File: src/rtl/lmsp_pkg.sv
// Shared constants, types and helpers for the LED marquee script player.
package lmsp_pkg;

  localparam int FRAME_WIDTH  = 8;
  localparam int FRAME_HEIGHT = 8;
  localparam int SCRIPT_DEPTH = 1024;
  localparam int FRAME_BITS   = FRAME_WIDTH * FRAME_HEIGHT;
  localparam int SA_W         = $clog2(SCRIPT_DEPTH);
  localparam int PTR_W        = 11;

  localparam logic [1:0] REQ_TICK   = 2'd0;
  localparam logic [1:0] REQ_APPEND = 2'd1;
  localparam logic [1:0] REQ_LOAD   = 2'd2;
  localparam logic [1:0] REQ_CLEAR  = 2'd3;

  // APB byte address of max_elapsed_ms
  localparam logic [1:0] ADDR_MAX_ELAPSED = 2'd0;

  localparam logic [6:0] CH_LBRACK = 7'h5B;
  localparam logic [6:0] CH_RBRACK = 7'h5D;
  localparam logic [6:0] CH_D      = 7'h64;
  localparam logic [6:0] CH_T      = 7'h74;
  localparam logic [6:0] CH_L      = 7'h6C;
  localparam logic [6:0] CH_S      = 7'h73;
  localparam logic [6:0] CH_M      = 7'h6D;
  localparam logic [6:0] CH_R      = 7'h72;
  localparam logic [6:0] CH_U      = 7'h75;
  localparam logic [6:0] CH_ZERO   = 7'h30;

  localparam logic [30:0] DELAY_RESET = 31'd1000;
  localparam logic [15:0] MAX_EL_RESET = 16'd1000;

  localparam logic [PTR_W-1:0] DEPTH_W = PTR_W'(SCRIPT_DEPTH);

  // datapath operations issued by the controller
  typedef enum logic [3:0] {
    OP_NONE, OP_APPEND, OP_LOAD, OP_CLEAR, OP_COUNT, OP_READ,
    OP_ADV, OP_SHOW, OP_DIGIT, OP_SET_DELAY, OP_SET_MODE, OP_SET_DIR,
    OP_LOOP, OP_GREAD
  } op_t;

  typedef struct packed {
    op_t op;
  } cmd_t;

  typedef struct packed {
    logic       cd_run;     // countdown nonpositive: step
    logic       empty;      // script_end == 0
    logic       at_end;     // ptr >= end
    logic [6:0] ch;         // char read at ptr (0 past end)
  } stat_t;

  function automatic logic [FRAME_BITS-1:0] mask_frame(input logic [63:0] v);
    return v[FRAME_BITS-1:0];
  endfunction

endpackage

File: src/rtl/lmsp_ctrl.sv
// Controller: sequences one item through datapath operations.
module lmsp_ctrl (
  input  logic            clk,
  input  logic            rst,
  input  logic            in_valid,
  input  logic [1:0]      req_type,
  output logic            in_stall,
  output logic            out_valid,
  input  logic            out_stall,
  input  lmsp_pkg::stat_t stat,
  output lmsp_pkg::cmd_t  cmd
);
  typedef enum logic [14:0] {
    S_IDLE  = 15'b000000000000001, S_RD0  = 15'b000000000000010,
    S_CH0   = 15'b000000000000100, S_GRD  = 15'b000000000001000,
    S_SHOW  = 15'b000000000010000, S_CMD  = 15'b000000000100000,
    S_DRD   = 15'b000000001000000, S_DCH  = 15'b000000010000000,
    S_TRD   = 15'b000000100000000, S_TCH  = 15'b000001000000000,
    S_MRD   = 15'b000010000000000, S_MCH  = 15'b000100000000000,
    S_FIN   = 15'b001000000000000, S_RES  = 15'b010000000000000,
    S_OUT   = 15'b100000000000000
  } state_t;

  state_t state, state_next;
  logic [1:0] fin_cnt, fin_cnt_next;

  assign in_stall  = (state != S_IDLE);
  assign out_valid = (state == S_OUT);

  always_comb begin
    state_next   = state;
    fin_cnt_next = fin_cnt;
    cmd.op       = lmsp_pkg::OP_NONE;
    unique case (state)
      S_IDLE: if (in_valid) begin
        state_next = S_RES;
        unique case (req_type)
          lmsp_pkg::REQ_APPEND: cmd.op = lmsp_pkg::OP_APPEND;
          lmsp_pkg::REQ_LOAD:   cmd.op = lmsp_pkg::OP_LOAD;
          lmsp_pkg::REQ_CLEAR:  cmd.op = lmsp_pkg::OP_CLEAR;
          default: begin
            if (!stat.cd_run) cmd.op = lmsp_pkg::OP_COUNT;
            else if (stat.empty) cmd.op = lmsp_pkg::OP_NONE;
            else if (stat.at_end) cmd.op = lmsp_pkg::OP_CLEAR;
            else begin
              cmd.op = lmsp_pkg::OP_READ;
              state_next = S_CH0;
            end
          end
        endcase
      end
      S_CH0: begin
        if (stat.ch != lmsp_pkg::CH_LBRACK) state_next = S_GRD;
        else begin
          cmd.op = lmsp_pkg::OP_ADV;
          state_next = S_RD0;
        end
      end
      S_GRD:  state_next = S_SHOW;   // glyph read latency
      S_SHOW: begin
        cmd.op = lmsp_pkg::OP_SHOW;
        state_next = S_RES;
      end
      S_RD0: begin
        cmd.op = lmsp_pkg::OP_READ;
        state_next = S_CMD;
      end
      S_CMD: begin
        if (stat.ch == lmsp_pkg::CH_D) begin
          cmd.op = lmsp_pkg::OP_ADV;
          state_next = S_DRD;
        end else if (stat.ch == lmsp_pkg::CH_T) begin
          cmd.op = lmsp_pkg::OP_ADV;
          state_next = S_TRD;
        end else if (stat.ch == lmsp_pkg::CH_L) begin
          cmd.op = lmsp_pkg::OP_LOOP;
          state_next = S_RES;
        end else state_next = S_RES;
      end
      S_DRD: begin
        if (stat.at_end) begin
          cmd.op = lmsp_pkg::OP_SET_DELAY;
          state_next = S_RES;
        end else begin
          cmd.op = lmsp_pkg::OP_READ;
          state_next = S_DCH;
        end
      end
      S_DCH: begin
        if (stat.ch == lmsp_pkg::CH_RBRACK) begin
          cmd.op = lmsp_pkg::OP_SET_DELAY;
          fin_cnt_next = 2'd1;
          state_next = S_FIN;
        end else begin
          cmd.op = lmsp_pkg::OP_DIGIT;
          state_next = S_FIN;
          fin_cnt_next = 2'd0;
        end
      end
      S_TRD: begin
        cmd.op = lmsp_pkg::OP_READ;
        state_next = S_TCH;
      end
      S_TCH: begin
        cmd.op = lmsp_pkg::OP_SET_MODE;
        if (stat.ch == lmsp_pkg::CH_M) state_next = S_MRD;
        else begin
          fin_cnt_next = 2'd2;
          state_next = S_FIN;
        end
      end
      S_MRD: begin
        cmd.op = lmsp_pkg::OP_ADV;
        state_next = S_MCH;
        fin_cnt_next = 2'd3;
      end
      S_MCH: begin
        if (fin_cnt == 2'd3) begin
          cmd.op = lmsp_pkg::OP_READ;
          fin_cnt_next = 2'd0;
        end else begin
          cmd.op = lmsp_pkg::OP_SET_DIR;
          fin_cnt_next = 2'd2;
          state_next = S_FIN;
        end
      end
      // fin_cnt 0: advance inside digit walk, 1: final advance, 2: two advances
      S_FIN: begin
        cmd.op = lmsp_pkg::OP_ADV;
        if (fin_cnt == 2'd0) state_next = S_DRD;
        else if (fin_cnt == 2'd2) fin_cnt_next = 2'd1;
        else state_next = S_RES;
      end
      // script store reads the char at the final pointer for the stalled flag
      S_RES: state_next = S_OUT;
      S_OUT: if (!out_stall) state_next = S_IDLE;
      default: state_next = S_IDLE;
    endcase
  end

  always_ff @(posedge clk) begin
    if (rst) begin
      state   <= S_IDLE;
      fin_cnt <= '0;
    end else begin
      state   <= state_next;
      fin_cnt <= fin_cnt_next;
    end
  end
endmodule

File: config.mk
export PLATFORM = sky130hd
export DESIGN_NAME = lmsp_ctrl
export DESIGN_NICKNAME = d
export VERILOG_FILES = /design/src/rtl/lmsp_pkg.sv /design/src/rtl/lmsp_ctrl.sv
export SDC_FILE = /design/constraint.sdc
export NUM_CORES = 1
export LEC_CHECK = 0
export BUFFER_PORTS_ARGS = -buffer_cell sky130_fd_sc_hd__buf_4
export CAP_MARGIN = 20
export CORE_MARGIN = 5
export CORE_UTILIZATION = 40
export DETAILED_ROUTE_END_ITERATION = 6
export PLACE_DENSITY = 0.65
export SETUP_SLACK_MARGIN = 0.4
export SYNTH_ARGS = -nofsm -noshare
export SYNTH_HDL_FRONTEND = slang
export SYNTH_SLANG_ARGS = --single-unit
File: constraint.sdc
create_clock -name clk -period 2 [get_ports clk]
set_input_delay 0.6 -clock clk [delete_from_list [all_inputs] [get_ports clk]]
set_output_delay 0.6 -clock clk [all_outputs]
set_load 0.02 [all_outputs]
== Word level (Yosys, flattened, before mapping) ==
Index checks and enable logic that the tools add are counted.

* $add $sub $neg: 0
* $mul: 0
* Div/mod/pow operators: 0
* $lt $le $gt $ge: 0
* Equality and inequality tests: 34
* Shift operators: 0
* Multiplexer cells: 34
* Bitwise gates (word level): 0
* Reductions and logical operators: 7

{| class="wikitable"
|+ Operator list
! kind !! number
|-
| $pmux W15 S15 || 1
|-
| $mux W14 || 7
|-
| $mux W15 || 5
|-
| $pmux W4 S10 || 1
|-
| $eq A7 B7 Y1 const B || 5
|-
| $mux W4 || 6
|-
| $eq A15 B1 Y1 const B || 1
|-
| $eq A15 B10 Y1 const B || 1
|-
| $eq A15 B11 Y1 const B || 1
|-
| $eq A15 B12 Y1 const B || 1
|-
| $eq A15 B13 Y1 const B || 1
|-
| $eq A15 B14 Y1 const B || 1
|-
| $eq A15 B15 Y1 const B || 1
|-
| $eq A15 B2 Y1 const B || 1
|-
| $eq A15 B3 Y1 const B || 1
|-
| $eq A15 B4 Y1 const B || 1
|-
| $eq A15 B5 Y1 const B || 1
|-
| $eq A15 B6 Y1 const B || 1
|-
| $eq A15 B7 Y1 const B || 1
|-
| $eq A15 B8 Y1 const B || 1
|-
| $eq A15 B9 Y1 const B || 1
|-
| $mux W3 || 5
|-
| $ne A15 B1 Y1 const B || 1
|-
| $mux W13 || 1
|-
| other kinds (14) || 28
|}

* Flip-flop bits (word level): 17
* Bits in latches: 0
* RAM bits: 0
* ROM bits: 0
* Bits of input ports: 16
* Logic and storage cells: 77
* Memories: 0

== Longest topological paths before layout ==
* Depth after elaboration: 6
* Gate-level depth with buffers: 8
* Gate-level depth less buffers: 6

== Worst setup path before layout ==
OpenSTA, ideal clock, no wires.

* Path kind: reg-to-output
* Start point: register state[4]
* End point: output port cmd[1] in the netlist's numbering
* Arrival: 1831 ps
* Data required time: 1400 ps
* Path slack: -431 ps
* Cell stages (with the launch flop): 8
* Path buffers: 2
* Cells stage by stage: dfxtp_1 -> buf_4 -> nor4_4 -> buf_2 -> nand3_1 -> inv_1 -> nand2_1 -> o2111ai_1

{| class="wikitable"
|+ RTL lines
! what !! line !! text
|-
| from (decl) || lmsp_ctrl.sv:24 || <nowiki>state_t state, state_next;</nowiki>
|-
| from (signal assigned) || lmsp_ctrl.sv:146 || <nowiki>state <= state_next;</nowiki>
|-
| to (decl) || lmsp_ctrl.sv:11 || <nowiki>output lmsp_pkg::cmd_t cmd</nowiki>
|}

==> impl_metrics.env <==
export IMPL_clk_pin_slew_ns=0.10
export IMPL_yosysTopAreaCellShare_pct=26.1
export IMPL_n_antenna_cell=0
export IMPL_holdWs_ns=0.576
export IMPL_route_detailed_drc=0
export IMPL_hpwl_mm=3.48
export IMPL_ir_drop_uv=305
export IMPL_cp_end_kind="output pin"
export IMPL_timing_final_max_slew_violations=0
export IMPL_avgSynthCellArea_um2=7.80
export IMPL_cts_hold_buffers_added=0
export IMPL_cts_htree_levels=1
export IMPL_synth_distinct_cells=49
export IMPL_grt_overflow=0
export IMPL_synth_edf_count=0
export IMPL_grt_max_degree=14
export IMPL_p_leak_uw=0.00109
export IMPL_startpoint_type="register"
export IMPL_worst_pin_slew_ns=0.489
export IMPL_port_buffers=21
export IMPL_ys_ff_latch=17
export IMPL_cts_max_path_buffers=2
export IMPL_final_antenna_net_count=0
export IMPL_fillers=184
export IMPL_status="complete, but fails checks"
export IMPL_maxCapViolations=0
export IMPL_fin_crit_ns=2.58
export IMPL_row_count=20
export IMPL_dieArea_mm2=0.00450
export IMPL_syn_num_nets=183
export IMPL_grt_total_usage_pct=26.1
export IMPL_io_pins=22
export IMPL_cp_data_required_time_ns=1.40
export IMPL_synth_top_cell_by_area="dfxtp_1"
export IMPL_drt_iter0_markers=153
export IMPL_grt_pass1_wl_mm=9.01
export IMPL_die_x_um=67.1
export IMPL_cp_data_arrival_time_ns=1.98
export IMPL_timing_setup_tns_ns=-4.62
export IMPL_yosys_most_used_dff="dfxtp_1"
export IMPL_finalHoldViolCount=0
export IMPL_rsz0062_at_grt="yes"
export IMPL_die_h_um=67.1
export IMPL_synthArstFlopShare_pct=0
export IMPL_violations="negative setup slack"
export IMPL_ys_top_cells_by_area="dfxtp_1, nor2_1, nor4b_1"
export IMPL_area_growth_pct=96.0
export IMPL_routedWlPerCell_um=17.9
export IMPL_crit_chain="buf_4 > nor4b_1 > nand4_1 > o21ai_4 > nor4b_2 > o211ai_1 > buf_4"
export IMPL_hold_path_class="primary input to register"
export IMPL_cp_common_cell="buf_4"
export IMPL_fmax_mhz=388
export IMPL_slew_headroom_pct=67.3
export IMPL_fin_ws_ns=-0.580
export IMPL_vias=1927
export IMPL_finalWeightedCongestion=0.894
export IMPL_powerDensity_mw_per_mm2=533
export IMPL_numCtsBuffers=3
export IMPL_slowest_stage="nor4b_1"
export IMPL_start_util_pct=42.3
export IMPL_clock_skew_ns=0.00414
export IMPL_cts_sinks=17
export IMPL_critical_path_peak_fanout=4
export IMPL_critPathTopFamily="simple AND/OR/NAND/NOR gates"
export IMPL_power_uw=1360
export IMPL_fin_util_pct=82.9
export IMPL_crit_buf_inv=2
export IMPL_routed_wl_mm=5.79
export IMPL_layout_drive_gt1_share_pct=62.4
export IMPL_antenna_found_initial=0
export IMPL_root_buffer="clkbuf_4"
export IMPL_worstSetupPathType="register to output pin"
export IMPL_ys_seq_area_share_pct=26.1
export IMPL_ys_warn_count=0
export IMPL_nNetsFinal=296
export IMPL_core_area_mm2=0.00308
export IMPL_firstDrtPassIters=4
export IMPL_netlist_area_mm2=0.00130
export IMPL_grt_pass1_vias=1908
export IMPL_crit_path_max_incr_delay_ns=0.40
export IMPL_fin_crit_sh_pct=129
export IMPL_setup_viol=13
export IMPL_syn_inst=167
export IMPL_insertion_delay_ns=0.29
export IMPL_cts_tree="yes"
export IMPL_vias_per_cell=5.97
## metrics by stage
step           area (um2)  instances  setup slack (ns)
4_1_cts              2390        318            -0.467
2_1_floorplan        1350        167            -0.252
5_1_grt              2550        323            -0.691
3_3_place_gp         2020        293            -0.438
3_5_place_dp         2020        293            -0.483
6_report             2550        323            -0.580
## kinds of logic (layout without fill, tap and decap cells)
kind of cell / after synthesis / in the layout / synth area share (%)
AO/OA/AOI/OAI: 31 / 31 / 17.7
XOR/XNOR: 4 / 4 / 2.69
buffers and inverters: 8 / 120 / 3.36
flip-flops: 17 / 17 / 26.1
AND/OR/NAND/NOR: 107 / 107 / 50.1
## tightest hold or removal path, stage by stage
cell	delay, ns
buf_4	0.09
buf_4	0.11
nor3_1	0.04
## metal layers
layer	GRT usage, %	wire length, um	vias to the layer above
met3	2.19	441	30
met5	0	0	-
met2	45.8	2830	121
met4	9.87	311	0
li1	-	-	868
met1	32.6	2210	908
## sequential cells by signal, summed over array words and instances (netlist names)
signal   flops
fin_cnt      2
state       15
## final timing paths
| path | start | endpoint | slack, ns | depth (start not counted) |
|---|---|---|---|---|
| max reg2reg | state[10]$_SDFFE_PP0P_ | state[9]$_SDFFE_PP0P_ | -0.46 | 14 |
| min | stat[7] | state[7]$_SDFFE_PP0P_ | 0.58 | 3 |
| min reg2reg | state[12]$_SDFFE_PP0P_ | state[14]$_SDFFE_PP0P_ | 0.60 | 2 |
| max | state[10]$_SDFFE_PP0P_ | cmd[2] | -0.58 | 7 |
## what timing repair did
item / CTS / global route
pin swaps: 23 / 13
hold endpoints to repair: 0 / 0
setup endpoints to repair: 20 / 22
gates resized for setup: 44 / 34
setup buffers: 21 / 5
## synth_stat cells, types with 2 or more instances
master	instances
o211ai_1	2
nor4b_1	10
inv_1	3
nand3_1	8
o22ai_1	2
nor4_4	3
buf_2	2
nor4_1	2
and3_1	5
nand3b_1	3
nor2_1	25
a31oi_1	2
a311oi_1	2
nand4_1	5
nor3_1	5
dfxtp_1	17
o21ai_0	7
nand2b_1	4
nand2_1	18
nor3b_1	6
or3_1	2
o2111ai_1	2
a21oi_1	3
xor2_1	3
nor2b_1	2
## layout make-up
cell class | instances | area (um2) | area share (%)
inverters | 3 | 11.3 | 0.441
repair buffers | 113 | 931 | 36.5
multi-input cells | 142 | 1170 | 45.7
clock buffers | 4 | 26.3 | 1.03
flip-flops and latches | 17 | 363 | 14.2
well taps | 44 | 55.1 | 2.16
## where the power goes
group | internal, uW | leakage (uW) | switching (uW)
Clock | 77.7 | 0.0000150 | 109
Combinational | 410 | 0.000929 | 396
Sequential | 350 | 0.000143 | 17.4
Total | 837 | 0.00109 | 523
## cells in the final DEF (no fill, tap or decap), types with 4 or more instances in the layout
master	count
nor4b_2	6
nand2b_1	4
dfxtp_2	6
nand4_1	5
buf_6	22
dfxtp_1	7
dfxtp_4	4
buf_4	91
nor2_1	17
nor2_2	6
nand2_1	15
nor4_4	4
nand3_1	6
o21ai_0	6
Power figures use the tool's default switching activity.
